File: config.mk
export PLATFORM = sky130hd
export DESIGN_NAME = bcos_hist_mem
export DESIGN_NICKNAME = d
export VERILOG_FILES = /design/src/bcos_pkg.sv /design/src/bcos_hist_mem.sv
export SDC_FILE = /design/constraint.sdc
export NUM_CORES = 1
export LEC_CHECK = 0
export BUFFER_PORTS_ARGS = -buffer_cell sky130_fd_sc_hd__buf_2
export CORE_MARGIN = 2
export CORE_UTILIZATION = 35
export DETAILED_ROUTE_END_ITERATION = 16
export GPL_ROUTABILITY_DRIVEN = 0
export GPL_TIMING_DRIVEN = 0
export PLACE_DENSITY = 0.46
export SETUP_SLACK_MARGIN = 0.1
export SYNTH_ARGS = -nofsm -noshare
export SYNTH_HDL_FRONTEND = slang
export SYNTH_SLANG_ARGS = --single-unit
File: constraint.sdc
create_clock -name clk -period 1.9 [get_ports clk]
set_input_delay 0.19 -clock clk [delete_from_list [all_inputs] [get_ports clk]]
set_output_delay 0.19 -clock clk [all_outputs]
set_load 0.1 [all_outputs]
File: src/bcos_pkg.sv
// Shared types and codes of the bounded-confidence opinion block.
// Used by bcos_hist_mem and the top level; depends on nothing.
package bcos_pkg;

	// Function codes of an input beat.
	localparam logic [2:0] FUNC_LOAD   = 3'd0;
	localparam logic [2:0] FUNC_UPDATE = 3'd1;
	localparam logic [2:0] FUNC_SETTLE = 3'd2;
	localparam logic [2:0] FUNC_RDBIN  = 3'd3;
	localparam logic [2:0] FUNC_CLEAR  = 3'd4;

	// Configuration register indexes.
	localparam logic [2:0] REG_OP_RATE   = 3'd0;
	localparam logic [2:0] REG_OP_TOL    = 3'd1;
	localparam logic [2:0] REG_ART_RATE  = 3'd2;
	localparam logic [2:0] REG_ART_TOL   = 3'd3;
	localparam logic [2:0] REG_REN_RATE  = 3'd4;
	localparam logic [2:0] REG_COUPLING  = 3'd5;
	localparam logic [2:0] REG_SETTLE    = 3'd6;

	localparam int CNT_W = 11;
	localparam logic [CNT_W-1:0] CNT_MAX = '1;
	localparam int ACT_W = 40;
	localparam int HOPS  = 4;

	// One pending histogram change: the opinion whose bin moves, and the direction.
	typedef struct packed {
		logic [15:0] val;
		logic        inc;
	} hop_t;

	typedef enum logic [14:0] {
		ST_IDLE   = 15'b000000000000001,
		ST_P_RS   = 15'b000000000000010,
		ST_P_RL   = 15'b000000000000100,
		ST_P_MUL  = 15'b000000000001000,
		ST_P_EVAL = 15'b000000000010000,
		ST_P_WL   = 15'b000000000100000,
		ST_E_RE   = 15'b000000001000000,
		ST_E_MUL  = 15'b000000010000000,
		ST_E_EVAL = 15'b000000100000000,
		ST_R_RD   = 15'b000001000000000,
		ST_R_WR   = 15'b000010000000000,
		ST_H_RD   = 15'b000100000000000,
		ST_H_WR   = 15'b001000000000000,
		ST_RB     = 15'b010000000000000,
		ST_DONE   = 15'b100000000000000
	} state_t;

endpackage

File: src/bcos_hist_mem.sv
// Histogram store: synchronous counter memory with per-bin valid bits.
// Depends on bcos_pkg; an invalid bin reads as zero, clear drops all valid bits at once.
module bcos_hist_mem #(
	parameter int BINS = 64,
	parameter int BW   = 6
) (
	input  logic                     clk,
	input  logic                     arst_n,
	input  logic                     clear,
	input  logic                     we,
	input  logic [BW-1:0]            wa,
	input  logic [bcos_pkg::CNT_W-1:0] wd,
	input  logic                     re,
	input  logic [BW-1:0]            ra,
	output logic [bcos_pkg::CNT_W-1:0] rdata_q
);
	import bcos_pkg::*;

	logic [CNT_W-1:0] mem [BINS];
	logic [BINS-1:0]  valid_q;

	// Valid bits: cleared by reset and by the clear command.
	always_ff @(posedge clk or negedge arst_n) begin
		if (!arst_n) begin
			valid_q <= '0;
		end else if (clear) begin
			valid_q <= '0;
		end else if (we) begin
			valid_q[wa] <= 1'b1;
		end
	end

	// Counter array write port.
	always_ff @(posedge clk) begin
		if (we) begin
			mem[wa] <= wd;
		end
	end

	// Registered read; a bin not written since the last clear reads zero.
	always_ff @(posedge clk) begin
		if (re) begin
			rdata_q <= valid_q[ra] ? mem[ra] : '0;
		end
	end

endmodule

Word-level counts from Yosys, hierarchy flattened
Memory sizes are Yosys's and may differ from the RTL's. A register that Yosys moved wholly into a read port is not among the register bits.
Index checks and enable logic that the tools add are counted.
{ "classes": {"order_cmp": 3, "muxes": 8, "bitwise_logic": 1, "reduce_logical": 3} }
{ "ops": {"columns": ["op", "count"], "rows": [
  ["64-bit two-way mux", 2],
  ["64-bit bitwise OR", 1],
  ["6-bit by 7-bit < comparator with 1-bit output (second input constant)", 2],
  ["1-bit binary-select mux with 6-bit select", 1],
  ["1-bit demux with 6-bit select", 1],
  ["6-bit by 1-bit >= comparator with 1-bit output (second input constant)", 1],
  ["1-bit two-way mux", 4],
  ["2-bit nonzero test", 1],
  ["1-bit logical AND", 1],
  ["1-bit logical NOT", 1]
]} }
{ "word_totals": {"register_bits": 64, "ramBits": 704, "in_bits": 28, "wordCells": 17, "mem_count": 1} }
{ "mem_list": {"columns": ["memory", "depth", "width", "rd", "rd_clocked_by_memory_dff", "wr", "line", "source"], "rows": [
  ["mem", 64, 11, 1, 1, 1, "bcos_hist_mem.sv:19", "logic [CNT_W-1:0] mem [BINS];"]
]} }

Longest topological paths before layout
Gate-level depths: netlist of the first run.
{ "depth": {"depth_word": 7, "ltp_mapped": 10} }

Worst setup path before layout of the first run
No wires, ideal clock.
{ "synth_timing": {"path_kind": "input to register", "startpoint": "in wa[5]", "endpoint": "mem mem[48][0] (enable)", "setup_time_ps": 411, "arrival_ps": 1981, "required_time_ps": 1489, "setup_slack_ps": -492, "cell_stages": 4, "path_buffers": 1, "cell_sequence": "clkbuf_1 nand3_1 or2_2 nor4_1"} }
{ "synth_lines": {"columns": ["element", "line", "source"], "rows": [
  ["from (decl)", "bcos_hist_mem.sv:11", "input logic [BW-1:0] wa,"],
  ["to (decl)", "bcos_hist_mem.sv:19", null]
]} }
No word-level cell before the write port.

Final worst setup path of the first run
{ "layout_timing": {"startpoint": "reg valid_q[39]", "endpoint": "reg rdata_q[0] (netlist name) (read register of mem) (data pin)"} }
{ "layout_between": {"elab_chain_cells": 3} }
{ "layout_rtl": {"columns": ["element", "line", "source"], "rows": [
  ["from (decl)", "bcos_hist_mem.sv:20", "logic [BINS-1:0] valid_q;"],
  ["from (signal assigned)", "bcos_hist_mem.sv:25", "valid_q <= '0;"],
  ["from (signal assigned)", "bcos_hist_mem.sv:27", "valid_q <= '0;"],
  ["from (signal, indexed assignment)", "bcos_hist_mem.sv:29", "valid_q[wa] <= 1'b1;"],
  ["1-bit binary-select mux with 6-bit select", "bcos_hist_mem.sv:43", "rdata_q <= valid_q[ra] ? mem[ra] : '0;"],
  ["1-bit two-way mux (implied by the code)", "bcos_hist_mem.sv:43", null],
  ["1-bit logical NOT (no line)", null, null],
  ["to (decl)", "bcos_hist_mem.sv:15", "output logic [bcos_pkg::CNT_W-1:0] rdata_q"]
]} }
Every way passes these cells. The select of a mux whose other input is x is not followed.
A chain may end at the register's enable or synchronous reset.

==> impl_metrics.json, run 1 <==
{
  "end_kind": "flip-flop",
  "synth_edf_count": 715,
  "leakage_nw": 11.55,
  "netlist_top_cells_count": "edfxtp_1, nor2_1, mux4_2",
  "crit_chain": "mux4_2, mux2i_1, o21bai_1, o221ai_2, buf_6, buf_8, buf_6, a21oi_4",
  "yosysMostFrequentCell": "edfxtp_1",
  "max_freq_mhz": 470.4,
  "yosys_warnings": 0,
  "drt_iter0_drc": 1360,
  "cts_tree": "built",
  "min_period_over_period_pct": 111.9,
  "grt_pass1_vias": 15630,
  "yosysSeqAreaShare_pct": 76.76,
  "drtPass1Iterations": 5,
  "synth_top_area_share_pct": 71.43,
  "failed_checks": "setup timing",
  "grt_max_degree": 65,
  "relSlewSlack_pct": 14.37,
  "num_rows": 107,
  "ir_drop_mv": 0.7216,
  "synth-seq-cells": 779,
  "cpMaxStageDelayCell": "mux4_2",
  "io_pins": 39,
  "cpLargestDelayFamily": "multiplexers",
  "grt-ovfl-total": 0,
  "arrival_ns": 2.50,
  "initial_core_util_pct": 35.30,
  "grt_use_total_pct": 18.70,
  "area.growth.synth_to_final_pct": 21.54,
  "port_buffers": 32,
  "fin_tns_setup_ns": -1.977,
  "rsz0062_at_grt": "true",
  "path_buf_inv": 3,
  "numCtsBuffers": 85,
  "synth_top_area_cell": "edfxtp_1",
  "vias": 15360,
  "worstHoldPathType": "input pin to flip-flop",
  "worstSetupStartpointType": "flip-flop",
  "max_cap_violations": 0,
  "finalHoldViolations": 0,
  "cts_sinks": 779,
  "total_power_w": 0.03724,
  "cts_root_buffer": "clkbuf_16",
  "finClkSkew_ns": 0.02279,
  "cp_max_fo": 5,
  "synthCells": 1469,
  "post_drt_wl_per_cell_um": 28.82,
  "critPathMostFrequentCell": "buf_6",
  "die_h_um": 297.1,
  "setup_viol": 11,
  "syn_avg_cell_area_sq_um": 20.46,
  "synth_cell_types": 37,
  "synth_flop_cell": "edfxtp_1",
  "nNetsFinal": 1684,
  "synthArstFlopShare_pct": 8.216,
  "status": "finished, violations left",
  "syn_nets": 1497,
  "cts_max_level": 3,
  "dp_hpwl_um": 51530,
  "cpPeakStageDelay_ns": 0.50,
  "min_period_ns": 2.126,
  "path_clk_slew_ns": 0.06,
  "die_w_um": 297.1,
  "path_class": "flip-flop to flip-flop",
  "drtAntennaViolNets": 0,
  "synthTopCellsByArea": "edfxtp_1, mux4_2, dfrtp_1",
  "cts_max_path_buffers": 3,
  "core_sq_um": 85150,
  "clock_latency_ns": 0.63,
  "antenna_found_initial": 7,
  "worstMarginPinSlew_ns": 1.284,
  "drc_errors": 0,
  "syn_area_sq_um": 30060,
  "finalWorstSetupSlack_ns": -0.2258,
  "dieArea_sq_um": 88240,
  "grt_pass1_wl_um": 117100,
  "p_per_area_nw_per_um2": 1019,
  "drive_gt1_share_pct": 37.78,
  "slew_viol_final": 0,
  "cp.required_ns": 2.27,
  "viasPerCell": 5.348,
  "routed_wl_um": 82780
}
-- worst paths after layout --
check	depth (start not counted)	startpoint	endpoint	slack (ns)
setup / recovery	8	valid_q[39]$_DFFE_PN0P_	rdata_q[0]$_SDFFCE_PN0P_	-0.23
hold / removal	1	wd[2]	mem[50][2]$_DFFE_PP_	0.03
setup reg to reg	8	valid_q[39]$_DFFE_PN0P_	rdata_q[0]$_SDFFCE_PN0P_	-0.23
hold reg to reg	2	valid_q[31]$_DFFE_PN0P_	valid_q[31]$_DFFE_PN0P_	0.49
max in group asynchronous	2	arst_n	valid_q[9]$_DFFE_PN0P_	1.06
min in group asynchronous	2	arst_n	valid_q[35]$_DFFE_PN0P_	0.23
-- flip-flops by register name, summed over array words and instances, names as in the netlist --
name and cells:
valid_q 64, mem 704, rdata_q 11
-- area by class of cell --
class                           instances  area (sq um)
Clock buffer                          114          2370
Clock inverter                         43         359.1
Buffer                                 86         666.9
Tap cell                             1144          1431
Multi-Input combinational cell        604          7458
Sequential cell                       779         23070
Fill cell                            7550         48610
Timing Repair Buffer                  100          1171
Antenna cell                            2         5.005
-- metal layers --
metal | share of wire (%) | global-route usage, % | vias up
li1 | - | - | 6453
met1 | 43 | 26.04 | 8249
met2 | 48 | 29.84 | 507
met3 | 6.8 | 4.316 | 144
met4 | 2.5 | 4.630 | 6
met5 | 0.039 | 0 | -
-- what timing repair did --
item / 4_1_cts / 5_1_grt
gates resized for setup: 198 / 54
endpoints found under the hold margin: 68 / 0
pin swaps: 24 / 41
setup endpoints to repair: 600 / 575
cloned: 2 / 0
hold buffers: 4 / 0
setup buffers: 22 / 32
-- power breakdown --
| part | internal [W] | total [W] | switching [W] | leakage [nW] |
|---|---|---|---|---|
| clock network | 0.00945 | 0.0161 | 0.00669 | 1.35 |
| logic | 0.000734 | 0.00222 | 0.00149 | 2.86 |
| registers | 0.0189 | 0.0189 | 0.0000298 | 7.34 |
| total | 0.0290 | 0.0372 | 0.00820 | 11.6 |
-- cells by family (layout without fill, tap and decap cells) --
kind of cell | count (synthesis) | count (layout) | synth area share, %
muxes | 196 | 196 | 14.41
buffers and inverters | 86 | 343 | 1.669
and+or+nand+nor | 248 | 248 | 3.655
AOI/OAI and AO/OA | 160 | 160 | 3.513
other | 0 | 2 | 0
DFF | 779 | 779 | 76.76
-- per-stage QoR --
stage | setup slack (ns) | util, % | instances | hold slack (ns) | instance area [sq um]
finish | -0.2258 | 42.91 | 2872 | 0.03271 | 36530
global route | -0.2628 | 42.90 | 2870 | 0.002090 | 36530
CTS | -0.2486 | 41.92 | 2837 | 0.08002 | 35690
detailed placement | -1.682 | 37.51 | 2652 | 0.3584 | 31940
global placement | -1.689 | 37.37 | 2645 | 0.4732 | 31820
floorplan | -0.1984 | - | 1469 | -0.1056 | 30230
-- placed cells by master, fill, tap and decap left out, types with 5 or more instances in the layout --
| cell type | instances |
|---|---|
| edfxtp_1 | 715 |
| buf_2 | 27 |
| buf_12 | 40 |
| nand2b_1 | 5 |
| buf_6 | 21 |
| a21oi_2 | 26 |
| clkbuf_4 | 6 |
| clkbuf_2 | 17 |
| nand2_1 | 7 |
| mux4_2 | 189 |
| nor2b_1 | 9 |
| a22oi_2 | 49 |
| nor2_2 | 5 |
| buf_8 | 5 |
| a21oi_1 | 29 |
| nor4_2 | 8 |
| clkinv_1 | 11 |
| buf_4 | 46 |
| nor2_1 | 130 |
| clkinv_2 | 20 |
| clkbuf_8 | 7 |
| dfrtp_1 | 64 |
| clkbuf_1 | 39 |
| nor2_4 | 55 |
| bufinv_16 | 5 |
| a22oi_1 | 41 |
| clkbuf_16 | 88 |
| a21oi_4 | 5 |
(Power assumes the default switching activity.)
==> run 2: changes to the inputs <==
--- a/config.mk
+++ b/config.mk
@@ -6,12 +6,14 @@
 export NUM_CORES = 1
 export LEC_CHECK = 0
 export BUFFER_PORTS_ARGS = -buffer_cell sky130_fd_sc_hd__buf_2
+export CELL_PAD_IN_SITES_DETAIL_PLACEMENT = 1
+export CELL_PAD_IN_SITES_GLOBAL_PLACEMENT = 1
 export CORE_MARGIN = 2
 export CORE_UTILIZATION = 35
 export DETAILED_ROUTE_END_ITERATION = 16
 export GPL_ROUTABILITY_DRIVEN = 0
 export GPL_TIMING_DRIVEN = 0
-export PLACE_DENSITY = 0.46
+export PLACE_DENSITY = 0.51
 export SETUP_SLACK_MARGIN = 0.1
 export SYNTH_ARGS = -nofsm -noshare
 export SYNTH_HDL_FRONTEND = slang
==> impl_metrics.json, run 2 (synthesized netlist as in run 1, its figures left out) <==
{
  "slew_viol_final": 0,
  "grt_use_total_pct": 19.40,
  "nNetsFinal": 1679,
  "numCtsBuffers": 84,
  "reg_top3": "mem: 704 flops, valid_q: 64 flops, rdata_q: 11 flops",
  "n_fill_cell": 7984,
  "die_w_um": 297.1,
  "drc_errors": 0,
  "drtPass1Iterations": 5,
  "cpPeakStageDelay_ns": 0.49,
  "grt-ovfl-total": 0,
  "mostFrequentLayoutCell": "edfxtp_1",
  "min_period_over_period_pct": 110.9,
  "relSlewSlack_pct": 10.24,
  "grt_pass1_vias": 16180,
  "p_per_area_nw_per_um2": 1006,
  "post_drt_wl_per_cell_um": 29.82,
  "failed_checks": "setup timing",
  "largest_register_ffs": 704,
  "antenna_found_initial": 5,
  "leakage_nw": 11.47,
  "max_freq_mhz": 474.8,
  "grt_busiest_layer": "met2",
  "drtAntennaViolNets": 0,
  "critPathMostFrequentCell": "buf_6",
  "drt_iter0_drc": 1146,
  "min_period_ns": 2.106,
  "cts_root_buffer": "clkbuf_16",
  "finalWorstSetupSlack_ns": -0.2063,
  "rrSetupSlack_ns": -0.21,
  "mostFrequentLayoutCells": "edfxtp_1, mux4_2, nor2_1, clkbuf_16, dfrtp_1",
  "status": "finished, violations left",
  "dp_hpwl_um": 53610,
  "finClkSkew_ns": 0.03400,
  "cts_sinks": 779,
  "port_buffers": 32,
  "cp_max_fo": 5,
  "path_buf_inv": 3,
  "worstSetupStartpointType": "flip-flop",
  "worstHoldPathType": "input pin to flip-flop",
  "use_met2_pct": 30.54,
  "finalHoldViolations": 0,
  "rsz0062_at_grt": "true",
  "grt_pass1_wl_um": 122100,
  "area.growth.synth_to_final_pct": 21.01,
  "finish.instance_area_sq_um": 36370,
  "routed_wl_um": 85370,
  "total_power_w": 0.03658,
  "end_kind": "flip-flop",
  "met3_usage_pct": 3.557,
  "max_cap_violations": 0,
  "drive_gt1_share_pct": 36.38,
  "die_h_um": 297.1,
  "num_rows": 107,
  "grt_max_degree": 65,
  "dieArea_sq_um": 88240,
  "cpMaxStageDelayCell": "mux4_2",
  "crit_chain": "mux4_2, mux2i_1, o21bai_1, o221ai_2, buf_6, buf_8, buf_6, a21oi_2",
  "ir_drop_mv": 0.7052,
  "arrival_ns": 2.47,
  "vias": 15250,
  "io_pins": 39,
  "worstMarginPinSlew_ns": 1.346,
  "setup_viol": 11,
  "initial_core_util_pct": 35.30,
  "hold_slack_ns": 0.1009,
  "cts_max_level": 3,
  "cpLargestDelayFamily": "multiplexers",
  "viasPerCell": 5.325,
  "cts_tree": "built",
  "clock_latency_ns": 0.64,
  "use_met1_pct": 27.45,
  "fin_tns_setup_ns": -1.981,
  "cp.required_ns": 2.27,
  "path_class": "flip-flop to flip-flop",
  "dpl_cell_area_sq_um": 31920,
  "path_clk_slew_ns": 0.07,
  "largest-register": "mem",
  "core_sq_um": 85150,
  "cts_max_path_buffers": 3
}
[run 2: area by class of cell]
type	count	area, sq um	area share (%)
sequential	779	23070	63.43
clock buffer	118	2280	6.267
tap	1144	1431	3.935
antenna	1	2.502	0.006879
clock inverter	35	277.8	0.7636
multi-input combinational	604	7507	20.64
buffer	86	683.2	1.878
timing repair buffer	96	1121	3.082
[run 2: worst register-to-register path: cells and delay by family, from the launching register on]
kind | cells | cell delay, ns
muxes | 2 | 0.70
buffers and inverters | 3 | 0.40
DFF | 1 | 0.38
AOI/OAI and AO/OA | 3 | 0.35
[run 2: repair_timing]
action | CTS | global route
gates resized for setup | 192 | 79
setup buffers | 23 | 30
cloned | 2 | 0
pin swaps | 31 | 32
endpoints found under the hold margin | 77 | 0
hold buffers | 4 | 0
endpoints found under the setup margin | 704 | 605
[run 2: per-stage QoR]
step                      cells  setup slack [ns]  util, %
final                      2863           -0.2063    42.72
after global routing       2863           -0.2732    42.72
after CTS                  2833           -0.6297    41.80
after detailed placement   2652            -1.742    37.49
after global placement     2645            -1.695    37.37
after floorplan            1469           -0.1984        -
[run 2: final timing paths]
| path | startpoint | depth (start not counted) | end |
|---|---|---|---|
| worst max-delay path | valid_q[36]$_DFFE_PN0P_ | 8 | rdata_q[2]$_SDFFCE_PN0P_ |
| worst min-delay path | clear | 2 | valid_q[63]$_DFFE_PN0P_ |
| worst max register to register | valid_q[36]$_DFFE_PN0P_ | 8 | rdata_q[2]$_SDFFCE_PN0P_ |
| worst min register to register | valid_q[7]$_DFFE_PN0P_ | 2 | valid_q[7]$_DFFE_PN0P_ |
| max in group asynchronous | arst_n | 2 | valid_q[35]$_DFFE_PN0P_ |
| min in group asynchronous | arst_n | 2 | valid_q[26]$_DFFE_PN0P_ |
[run 2: power breakdown]
part           leakage [nW]  internal, W  switching [W]
Combinational          2.89     0.000741        0.00151
Sequential             7.34       0.0189      0.0000357
Clock                  1.25      0.00879        0.00664
Total                  11.5       0.0284        0.00819
[run 2: routing by layer]
metal | share of wire (%) | routed length, um | vias up
li1 | - | - | 6412
met1 | 45 | 38040 | 8281
met2 | 47 | 40350 | 413
met3 | 5.1 | 4393 | 135
met4 | 3.0 | 2559 | 4
met5 | 0.026 | 22 | -
